$ cat config.mk
export PLATFORM = sky130hd
export DESIGN_NAME = abco_cell
export DESIGN_NICKNAME = d
export VERILOG_FILES = /design/src/hw/rtl/abco_pkg.sv /design/src/hw/rtl/abco_cell.sv
export SDC_FILE = /design/constraint.sdc
export NUM_CORES = 1
export LEC_CHECK = 0
export ABC_AREA = 1
export BUFFER_PORTS_ARGS = -buffer_cell sky130_fd_sc_hd__buf_2
export CAP_MARGIN = 30
export CORE_AREA = 2 2 99 101
export DETAILED_ROUTE_END_ITERATION = 8
export DIE_AREA = 0 0 101 103
export GPL_TIMING_DRIVEN = 0
export PLACE_DENSITY = 0.84
export RECOVER_POWER = 25
export SLEW_MARGIN = 20
export SYNTH_ARGS = -nofsm -noshare
export SYNTH_HDL_FRONTEND = slang
export SYNTH_SLANG_ARGS = --single-unit
$ cat constraint.sdc
create_clock -name clk -period 1.7 [get_ports clk]
set_clock_uncertainty 0.05 [all_clocks]
set_input_delay 0.255 -clock clk [delete_from_list [all_inputs] [get_ports clk]]
set_output_delay 0.255 -clock clk [all_outputs]
set_load 0.01 [all_outputs]
$ cat src/hw/rtl/abco_pkg.sv
package abco_pkg;

	localparam int MAX_SLOT_DEPTH = 16;
	localparam int BLOCK_WORDS    = 32;
	localparam int SLOT_W  = (MAX_SLOT_DEPTH > 1) ? $clog2(MAX_SLOT_DEPTH) : 1;
	localparam int FILL_W  = $clog2(MAX_SLOT_DEPTH + 1);
	localparam int BW_W    = (BLOCK_WORDS > 1) ? $clog2(BLOCK_WORDS) : 1;
	localparam int STORE_WORDS = MAX_SLOT_DEPTH * BLOCK_WORDS;
	localparam int ADDR_W  = (STORE_WORDS > 1) ? $clog2(STORE_WORDS) : 1;
	localparam int STAMP_W = 16;

	localparam logic [1:0] KIND_HIT  = 2'd0;
	localparam logic [1:0] KIND_MISS = 2'd1;
	localparam logic [1:0] KIND_PUT  = 2'd2;

	localparam logic CMD_GET = 1'b0;

	typedef struct packed {
		logic        cmd;
		logic [7:0]  device_id;
		logic [15:0] sector;
		logic [15:0] block_number;
		logic [4:0]  word_index;
		logic [63:0] write_word;
	} req_t;

	typedef struct packed {
		logic [1:0]  result_kind;
		logic [63:0] read_word;
		logic [4:0]  read_index;
		logic        last;
		logic [31:0] hits_so_far;
		logic [31:0] misses_so_far;
	} rsp_t;

	typedef struct packed {
		logic [7:0]  device_id;
		logic [15:0] sector;
		logic [15:0] block_number;
	} tag_t;

	typedef struct packed {
		logic               hit;
		logic [SLOT_W-1:0]  hit_idx;
		logic               min_any;
		logic [STAMP_W-1:0] min_stamp;
		logic [SLOT_W-1:0]  min_idx;
	} scan_t;

	typedef struct packed {
		logic               en;
		logic [SLOT_W-1:0]  slot;
		tag_t               tag;
		logic [STAMP_W-1:0] stamp;
	} cell_wr_t;

	typedef enum logic [2:0] {
		ST_IDLE,
		ST_SEARCH,
		ST_DECIDE,
		ST_PUTWR,
		ST_RD,
		ST_WAIT,
		ST_RESP
	} state_t;

endpackage

$ cat src/hw/rtl/abco_cell.sv
module abco_cell (
	input  logic                             clk,
	input  logic                             arst_n,
	input  logic [abco_pkg::SLOT_W-1:0]      slot_id,
	input  logic                             filled,
	input  abco_pkg::tag_t                   key,
	input  abco_pkg::cell_wr_t               wr,
	input  abco_pkg::scan_t                  carry_in,
	output abco_pkg::scan_t                  carry_out
);

	abco_pkg::tag_t                    tag_q;
	logic [abco_pkg::STAMP_W-1:0]      stamp_q;
	abco_pkg::scan_t                   carry_q;
	abco_pkg::scan_t                   carry_d;

	always_comb begin
		carry_d = carry_in;
		if (filled && !carry_in.hit && tag_q == key) begin
			carry_d.hit     = 1'b1;
			carry_d.hit_idx = slot_id;
		end
		if (filled && (!carry_in.min_any || stamp_q < carry_in.min_stamp)) begin
			carry_d.min_any   = 1'b1;
			carry_d.min_stamp = stamp_q;
			carry_d.min_idx   = slot_id;
		end
	end

	always_ff @(posedge clk or negedge arst_n) begin
		if (!arst_n) begin
			carry_q <= '0;
		end else begin
			carry_q <= carry_d;
		end
	end

	always_ff @(posedge clk) begin
		if (wr.en && wr.slot == slot_id) begin
			tag_q   <= wr.tag;
			stamp_q <= wr.stamp;
		end
	end

	assign carry_out = carry_q;

endmodule

==> results of run 1 <==
-- stage by stage --
stage | total power (uW) | area (sq um) | util, %
after floorplan | 2575 | 3784 | -
after global routing | 4316 | 5039 | 53.27
final | 4101 | 5039 | 53.27
after detailed placement | 2877 | 4763 | 50.36
after CTS | 4141 | 4991 | 52.76
after global placement | 2843 | 4722 | 49.92
-- area by class of cell --
cell class	count	area [sq um]	share of cell area (%)
plain buffers	6	45.04	0.8940
clock buffers	13	158.9	3.154
clock inverters	3	15.01	0.2980
inverters	48	180.2	3.576
multi-input cells	227	1287	25.55
flip-flops and latches	82	2332	46.29
well taps	114	142.6	2.831
repair buffers	168	877.1	17.41
-- metal layers --
metal,up-vias,GRT usage [%]
met5,-,0
met3,22,3.458
met4,2,8.420
li1,1539,-
met1,1410,18.62
met2,127,30.87
-- layout by cell type, fill, tap and decap left out, types with 2 or more instances in the layout --
cell type / n
buf_4: 7
nand2_2: 2
xor2_1: 5
or2_2: 2
o22ai_1: 5
clkinv_2: 3
nor3_1: 2
a21oi_1: 6
nand2_1: 104
clkbuf_8: 11
ha_1: 12
clkbuf_1: 4
ha_4: 3
edfxtp_1: 56
xnor2_1: 11
o21ai_0: 15
inv_1: 48
nor2_1: 19
o21ai_1: 2
nand3_1: 28
buf_2: 159
dfrtp_1: 26
buf_6: 5
-- report_power, final --
part | internal (uW) | switching (uW)
sequential | 2240 | 31.6
combinational | 278 | 301
clock | 605 | 649
total | 3120 | 982
-- state kept, by name (all words and copies together) (netlist names) --
signal,count
tag_q,40
carry_out,26
stamp_q,16
-- worst paths after layout --
check | endpoint | depth (start not counted)
setup / recovery | carry_out[17]$_DFF_PN0_ | 12
hold / removal | stamp_q[2]$_DFFE_PP_ | 1
setup reg to reg | carry_out[17]$_DFF_PN0_ | 12
hold reg to reg | carry_out[7]$_DFF_PN0_ | 2
max in group asynchronous | carry_out[16]$_DFF_PN0_ | 2
min in group asynchronous | carry_out[2]$_DFF_PN0_ | 2
-- worst register-to-register path, cell delays in order, from the launching register on --
cell and delay, ns:
edfxtp_1 0.42, ha_1 0.30, nand2_1 0.08, inv_1 0.05
nand3_2 0.08, inv_1 0.05, a21oi_1 0.15, nand2_1 0.09
nand2_2 0.09, nand2_2 0.07, buf_6 0.14, nand2_1 0.06
nand2_1 0.05
-- kinds of logic (layout without fill, tap and decap cells) --
| family | count (synthesis) | count (layout) | share of synthesized area [%] |
|---|---|---|---|
| adders and majority gates | 15 | 15 | 5.015 |
| DFF | 82 | 82 | 62.32 |
| buffers and inverters | 54 | 238 | 6.018 |
| and+or+nand+nor | 165 | 165 | 18.39 |
| AOI/OAI and AO/OA | 29 | 29 | 4.045 |
| xor gates and xnor gates | 18 | 18 | 4.213 |
-- repair_timing --
item	CTS	global route
pin swaps	1	1
setup buffers	2	2
hold endpoints to repair	26	0
gates resized for setup	3	6
endpoints found under the setup margin	42	24
gates cloned	0	0
hold buffers	1	0
==> run metrics, run 1 <==
hold_ws 0.03353 ns; Critical Path Sink Type register; Syn Inst Count 363; Final Hold Fails 0; top-count cell post-synth nand2_1; core footprint 9459 sq um; worst path cell trace ha_1 > nand2_1 > inv_1 > nand3_2 > inv_1 > a21oi_1 > nand2_1 > nand2_2 > nand2_2 > buf_6 > nand2_1 > nand2_1; hold path start wr[2]; first-pass GRT wire length 13370 um; H-tree level count 3; Slew @ Worst Pin 0.5615 ns; All-Layer GR Usage 16.86%; sequential fraction of the synthesis area 62.32%; CP arrival 1.95 ns; worst slack at placement -0.4588 ns; Most common cell on crit path nand2_1; Post-synth EDFFs 56; worst-skew pair later-pin latency 0.34 ns; pin count of the biggest net entering global routing 27; initial antenna violation count 1; wire length on met1 3295 um; Chip Width 101 um; Area Overhead vs Synth 34.64%; CTS clk-pin slew, worst paths 0.08 ns; pwr dens 814.0 nW/um^2; post-synth top area cell edfxtp_1; syn_nets 512; final worst setup slack -0.07409 ns; status finished with violations; final WL 8729 um; ranking of synthesized cells by area edfxtp_1 (45%), dfrtp_1 (17%), nand2_1 (10%); Worst setup SP type register; MaxCap Viol Count 0; Synth Cell Area 3742 sq um; Lkg Pwr 0.002501 uW; final number of setup-violating endpoints 20; ANT nets after route 0; Distinct cells, synth 23; required time worst endpoint 1.87 ns; DR top layer met5; die area 10400 sq um; synth warn 0; wire length on met3 546 um; failing checks setup timing; min Tclk post-route 1.774 ns; Max clock buf depth 2; row count 36; post-synth top area share 44.93%; gpl congestion 0.8365; vias in the first global route 3036; DRC Markers 0; crit path max fanout 10; Async SR Flop Fraction 31.71%; gr ovfl total 0; First-pass DRT Iterations 4; VDD IR max 401.4 uV; total CTS buffers 9; share of layout cells above drive strength 1 36.75%; RSZ-0062 raised after global routing true; slowest CP cell edfxtp_1; Mapped Avg Cell Area 10.31 sq um; diode count 0; DR WL/cell 13.21 um; Post-Layout Cell Count 661; Synth top cells by count nand2_1 (104), edfxtp_1 (56), inv_1 (48), nand3_1 (29), dfrtp_1 (26); Max Slew Vio Count 0; Fillers 818; WS Path Type reg -> reg; setup tns final -1.216 ns; HPWL reported at the end of detailed placement 7084 um; Reg2Reg Setup Slack -0.07 ns; flops & latches, synth 82; CP Launch Point stamp_q[14]$_DFFE_PP_; I/O Buffers 159; clock sinks 82; Nets 691; io pins 160; CP peak stage delay 0.42 ns; Max Fclk 563.7 MHz; Final Cycle Share 104.4%; Hold WC Path Type in -> reg; vias 3100; DP Cell Count 640; Synth Flop Type edfxtp_1; CTS tree built; vias per std cell 4.690; clk root buf clkbuf_8; FF-to-FF Start stamp_q[14]$_DFFE_PP_; met2 wire length 4679 um; Initial Utilization 39.56%; Buf/Inv on CP 3; Slew HR 62.56%; Die Span Y 103 um; Top delay family on crit path simple AND/OR/NAND/NOR gates; DR iter-0 viols 67
(Power assumes the default switching activity.)
==> run 2, diff against run 1 <==
--- a/config.mk
+++ b/config.mk
@@ -13,7 +13,7 @@
 export DIE_AREA = 0 0 101 103
 export GPL_TIMING_DRIVEN = 0
 export PLACE_DENSITY = 0.84
-export RECOVER_POWER = 25
+export RECOVER_POWER = 100
 export SLEW_MARGIN = 20
 export SYNTH_ARGS = -nofsm -noshare
 export SYNTH_HDL_FRONTEND = slang
==> run metrics, run 2 (synthesis gave the netlist of run 1 again) <==
DRC Markers 0 (unchanged); HPWL reported at the end of detailed placement 7084 um (unchanged); FF-to-FF Start stamp_q[14]$_DFFE_PP_; Die Span Y 103 um (unchanged); VDD IR max 401.4 uV (about the same); Post-Layout Cell Count 661 (unchanged); Chip Width 101 um (unchanged); total CTS buffers 9 (unchanged); CTS tree built; min Tclk post-route 1.774 ns (-0.0005280 ns); Slew @ Worst Pin 0.6237 ns (+0.06219 ns); status finished with violations; Worst setup SP type register; ANT nets after route 0 (unchanged); hold path start wr[28]; H-tree level count 3 (unchanged); final number of setup-violating endpoints 34 (+70%); Reg2Reg Setup Slack -0.07 ns (about the same); Max Slew Vio Count 0 (unchanged); MaxCap Viol Count 0 (unchanged); io pins 160 (unchanged); First-pass DRT Iterations 4 (unchanged); Max clock buf depth 2 (unchanged); worst-skew pair later-pin latency 0.34 ns (about the same); hold_ws 0.03443 ns (+0.0009040 ns); RSZ-0062 raised after global routing true; required time worst endpoint 1.87 ns (about the same); worst hold path cell count 1 (unchanged); DP Cell Count 640 (unchanged); All-Layer GR Usage 16.86% (unchanged); Power Total 4085 uW (-0.41%); Max Fclk 563.8 MHz (about the same); final worst setup slack -0.07356 ns (+0.0005280 ns); failing checks setup timing; Most common cell on crit path nand2_1; core footprint 9459 sq um (unchanged); clk root buf clkbuf_8; gr ovfl total 0 (unchanged); Initial Utilization 39.56% (unchanged); Slew HR 58.42% (-4.1 points); WS Path Type reg -> reg; number of flip-flops in the largest register 40 (unchanged); die area 10400 sq um (unchanged); Critical Path Sink Type register; crit path max fanout 10 (unchanged); Final Cycle Share 104.3% (about the same); diode count 0 (unchanged); Final Hold Fails 0 (unchanged); initial antenna violation count 1 (unchanged); reg2reg end carry_out[17]$_DFF_PN0_; DR WL/cell 13.21 um (about the same); vias in the first global route 3036 (unchanged); commonest cells after routing, fill and taps aside buf_2 (130), nand2_1 (104), edfxtp_1 (56); setup tns final -1.727 ns (-0.5113 ns); worst slack at placement -0.4588 ns (unchanged); final WL 8735 um (about the same); most common cell after layout, fill and taps aside buf_2; Nets 691 (unchanged); slowest CP cell edfxtp_1; Lkg Pwr 0.002414 uW (-3.5%); Worst Hold Path EP tag_q[12]$_DFFE_PP_; worst path cell trace ha_1 > nand2_1 > inv_1 > nand3_2 > inv_1 > a21oi_1 > nand2_1 > nand2_2 > nand2_2 > buf_6 > nand2_1 > nand2_1; clock sinks 82 (unchanged); worst r2r path cells 12 (unchanged); gpl congestion 0.8365 (unchanged); Reg with most FFs tag_q; pwr dens 819.2 nW/um^2 (+0.64%); vias 3107 (+0.23%); CP peak stage delay 0.42 ns (about the same); CP arrival 1.95 ns (about the same); Area Overhead vs Synth 33.23%; Hold WC Path Type in -> reg; first-pass GRT wire length 13370 um (unchanged); pin count of the biggest net entering global routing 27 (unchanged); DR iter-0 viols 65 (-3.0%); row count 36 (unchanged); share of layout cells above drive strength 1 31.44% (-5.3 points); I/O Buffers 159 (unchanged); vias per std cell 4.700 (+0.23%); CTS clk-pin slew, worst paths 0.08 ns (about the same)
## run 2: power breakdown
group	switching, uW	internal, uW
sequential	33.4	2240
combinational	301	262
clock	646	605
## run 2: worst max-delay path: cells and delay by family (launching register included)
family                     cells  cell delay (ns)
AOI/OAI and AO/OA              1             0.15
buffers and inverters          3             0.24
adders and majority gates      1             0.30
and+or+nand+nor                7             0.51
DFF                            1             0.42
## run 2: cell type report
cell class              count  area [sq um]
clock inverters             3         15.01
flip-flops and latches     82          2332
repair buffers            168         829.5
clock buffers              13         158.9
plain buffers               6         45.04
inverters                  48         180.2
well taps                 114         142.6
multi-input cells         227          1282
fillers                   842          4473
## run 2: worst max path at each step
| stage | from | to | slack [ns] |
|---|---|---|---|
| 2_1_floorplan | slot_id[1] | stamp_q[0]$_DFFE_PP_ | -1.11 |
| 3_3_place_gp | slot_id[1] | tag_q[5]$_DFFE_PP_ | -1.90 |
| 4_1_cts | stamp_q[1]$_DFFE_PP_ | carry_out[17]$_DFF_PN0_ | -0.07 |
| 6_report | stamp_q[14]$_DFFE_PP_ | carry_out[17]$_DFF_PN0_ | -0.07 |
| 3_5_place_dp | slot_id[2] | tag_q[30]$_DFFE_PP_ | -0.46 |
| 5_1_grt | stamp_q[15]$_DFFE_PP_ | carry_out[17]$_DFF_PN0_ | -0.20 |
## run 2: metal layers
layer  share of wire [%]  wire, um  GRT usage [%]
met1                  38      3345          18.62
met2                  53      4664          30.87
met3                 6.0       524          3.458
met4                 2.2       188          8.420
met5                0.13        11              0
## run 2: what timing repair did
item,in CTS,in global routing
pin swaps,1,1
hold buffers,1,0
endpoints found under the setup margin,42,24
setup buffers,2,2
endpoints found under the hold margin,26,0
gates resized for setup,3,6
## run 2: metrics by stage
step / utilization (%) / cell area, sq um
4_1_cts: 52.76 / 4991
2_1_floorplan: - / 3784
3_5_place_dp: 50.36 / 4763
6_report: 52.71 / 4986
5_1_grt: 52.71 / 4986
3_3_place_gp: 49.92 / 4722
==> run 3, diff against run 2 <==
--- a/config.mk
+++ b/config.mk
@@ -5,14 +5,14 @@
 export SDC_FILE = /design/constraint.sdc
 export NUM_CORES = 1
 export LEC_CHECK = 0
-export ABC_AREA = 1
 export BUFFER_PORTS_ARGS = -buffer_cell sky130_fd_sc_hd__buf_2
 export CAP_MARGIN = 30
-export CORE_AREA = 2 2 99 101
+export CORE_AREA = 2 2 103 105
+export CTS_BUF_LIST = sky130_fd_sc_hd__clkbuf_16
 export DETAILED_ROUTE_END_ITERATION = 8
-export DIE_AREA = 0 0 101 103
+export DIE_AREA = 0 0 105 107
 export GPL_TIMING_DRIVEN = 0
-export PLACE_DENSITY = 0.84
+export PLACE_DENSITY = 0.82
 export RECOVER_POWER = 100
 export SLEW_MARGIN = 20
 export SYNTH_ARGS = -nofsm -noshare
==> run metrics, run 3 <==
status finished with violations; failing checks setup timing; Area Overhead vs Synth 44.80%; Reg2Reg Setup Slack -0.43 ns (-0.36 ns); min Tclk post-route 2.131 ns (+0.3573 ns); final core utilization 57.82% (+5.1 points); post-synth top area cell edfxtp_1; Slew @ Worst Pin 0.7117 ns (+0.08800 ns); Max Slew Vio Count 0 (unchanged); gr ovfl total 0 (unchanged); flops & latches, synth 82 (unchanged); ANT nets after route 0 (unchanged); worst-skew pair later-pin latency 0.32 ns (-0.02 ns); DR iter-0 viols 114 (+75%); Worst setup endpoint carry_out[12]$_DFF_PN0_; DR WL/cell 16.68 um (+26%); Placement Cell Area 5271 sq um (+11%); Synth Cell Area 4030 sq um (+7.7%); internal power 4048 uW (+30%); vias per std cell 5.051 (+7.5%); sequential fraction of the synthesis area 57.87% (-4.5 points); Mapped Avg Cell Area 13.34 sq um (+29%); CTS tree built; number of flip-flops in the largest register 40 (unchanged); FF-to-FF Start stamp_q[10]$_DFFE_PP_; synth warn 0 (unchanged); HPWL reported at the end of detailed placement 8058 um (+14%); top-count cell post-synth edfxtp_1; Final Cycle Share 125.3% (+21 points); core footprint 10090 sq um (+6.7%); Syn Inst Count 302 (-17%); gpl congestion 0.7983 (-4.6%); VDD IR max 742.7 uV (+85%); Die Span Y 107 um (+3.9%); RSZ-0062 raised after global routing true; MaxCap Viol Count 0 (unchanged); Chip Width 105 um (+4.0%); Synth top cells by count edfxtp_1 (56), xor2_1 (43), nand2_1 (27), dfrtp_1 (26), a2bb2oi_1 (21); pwr dens 900.9 nW/um^2 (+10%); clock sinks 82 (unchanged); first-pass GRT wire length 16380 um (+23%); clock network power share 42.0% (+11 points); WS Path Type reg -> reg; Critical Path Sink Type register; Fillers 855 (+1.5%); Sequential Power Share 43.6% (-12 points); total CTS buffers 9 (unchanged); H-tree level count 3 (unchanged); CP arrival 2.33 ns (+0.38 ns); Final Hold Fails 0 (unchanged); clk root buf clkbuf_16; Max clock buf depth 2 (unchanged); Hold WC Path Type in -> reg; I/O Buffers 159 (unchanged); Slew HR 52.55% (-5.9 points); vias 3182 (+2.4%); Distinct cells, synth 29 (+26%); Post-Layout Cell Count 630 (-4.7%); Synth Flop Type edfxtp_1; most common cell after layout, fill and taps aside buf_2; final WL 10510 um (+20%); First-pass DRT Iterations 4 (unchanged); commonest cells after routing, fill and taps aside buf_2 (130), edfxtp_1 (56), xor2_1 (42); Nets 638 (-7.7%); ranking of synthesized cells by area edfxtp_1 (42%), dfrtp_1 (16%), xor2_1 (9.3%); CTS clk-pin slew, worst paths 0.06 ns (-0.02 ns); row count 37 (+2.8%); syn_nets 451 (-12%); worst slack at placement -0.5728 ns (-0.1139 ns); pin count of the biggest net entering global routing 27 (unchanged); diode count 0 (unchanged); Lkg Pwr 0.002481 uW (+2.8%); Initial Utilization 39.93% (+0.37 points); worst hold path cell count 1 (unchanged); combinational share of power 14.4% (+0.6 points); final worst setup slack -0.4309 ns (-0.3573 ns); reg2reg end carry_out[12]$_DFF_PN0_; Net Sw Power 1209 uW (+23%); Worst setup SP type register; vias in the first global route 3426 (+13%); required time worst endpoint 1.89 ns (+0.02 ns); DP Cell Count 602 (-5.9%); die area 11240 sq um (+8.0%); initial antenna violation count 2 (+1); Post-synth EDFFs 56 (unchanged); post-synth top area share 41.73% (-3.2 points); switch share 23.00% (-1.0 points); final number of setup-violating endpoints 59 (+74%); Max Fclk 469.3 MHz (-17%); share of layout cells above drive strength 1 48.99% (+18 points); Reg with most FFs tag_q; worst r2r path cells 6 (-6); DRC Markers 0 (unchanged); crit path max fanout 10 (unchanged); io pins 160 (unchanged); design area 5836 sq um (+17%); All-Layer GR Usage 18.85% (+2.0 points); CP Launch Point stamp_q[10]$_DFFE_PP_; Async SR Flop Fraction 31.71% (unchanged)
-- run 3: cell types whose count changed after synthesis, moves of 4 or more --
cell / before / now
nand2_1: 104 / 27
xor2_1: 6 / 43
xnor2_1: 12 / 1
mux2_2: 0 / 4
nor2_1: 19 / 1
o211ai_2: 0 / 20
inv_1: 48 / 16
o21ai_0: 16 / 1
o22ai_1: 5 / 0
o2111ai_1: 0 / 20
clkbuf_1: 2 / 12
nand3_1: 29 / 1
nor4_1: 0 / 10
a2bb2oi_1: 0 / 21
-- run 3: how the worst min path moves through the flow --
stage / startpoint / end
finish: wr[47] / tag_q[31]$_DFFE_PP_
detailed placement: arst_n / carry_out[12]$_DFF_PN0_
global placement: arst_n / carry_out[12]$_DFF_PN0_
global route: wr[44] / tag_q[28]$_DFFE_PP_
CTS: wr[50] / tag_q[34]$_DFFE_PP_
floorplan: arst_n / carry_out[0]$_DFF_PN0_
-- run 3: repair_timing --
item / 4_1_cts / 5_1_grt
gates resized for setup: 10 / 33
setup buffers: 8 / 2
endpoints found under the setup margin: 49 / 36
cloned: 1 / 0
hold buffers: 1 / 0
pin swaps: 5 / 11
hold endpoints to repair: 26 / 0
-- run 3: layout make-up --
| cell class | instances | area, sq um | share of cell area, % |
|---|---|---|---|
| multi-input combinational | 188 | 1874 | 32.12 |
| timing repair buffer | 176 | 920.9 | 15.78 |
| buffer | 16 | 135.1 | 2.316 |
| inverter | 16 | 60.06 | 1.029 |
| tap | 136 | 170.2 | 2.916 |
| sequential | 82 | 2332 | 39.97 |
| clock buffer | 9 | 225.2 | 3.859 |
| clock inverter | 7 | 117.6 | 2.015 |
-- run 3: kinds of logic after synthesis --
logic type | Yosys count | share of synthesized area [%]
muxes | 4 | 1.118
DFF | 82 | 57.87
xor gates and xnor gates | 44 | 9.562
and+or+nand+nor | 52 | 6.426
buffers and inverters | 32 | 3.415
adders and majority gates | 15 | 4.657
AOI/OAI and AO/OA | 73 | 16.95
-- run 3: per-layer routing --
layer  vias to the layer above  part of all wire [%]  global-route usage, %
met1                      1514                    37                  20.43
met2                       120                    52                  33.81
li1                       1528                     -                      -
met5                         -                  0.26                      0
met3                        16                   8.2                  6.991
met4                         4                   2.1                  6.667
-- run 3: stage by stage --
stage | setup TNS, ns | hold WS, ns | total power (uW)
after detailed placement | -26.53 | 0.2632 | 3052
after global placement | -122.13 | 0.2595 | 3019
after floorplan | -68.19 | -0.09059 | 2716
final | -15.72 | 0.05100 | 5257
after global routing | -22.52 | 0.03293 | 5460
after CTS | -9.847 | 0.03819 | 5278
-- run 3: power by group through the flow --
stage	logic (uW)	clock network, uW	registers (uW)
floorplan	355	0	2360
global placement	688	0	2330
detailed placement	722	0	2330
CTS	746	2240	2290
global route	830	2330	2300
finish	756	2210	2290
-- run 3: critical path, cell delays in order (launching register included) --
cell and delay, ns:
edfxtp_1 0.39, ha_1 0.32, nand4_1 0.17, or4_4 0.57
o21a_4 0.25, buf_12 0.15, o211ai_2 0.14
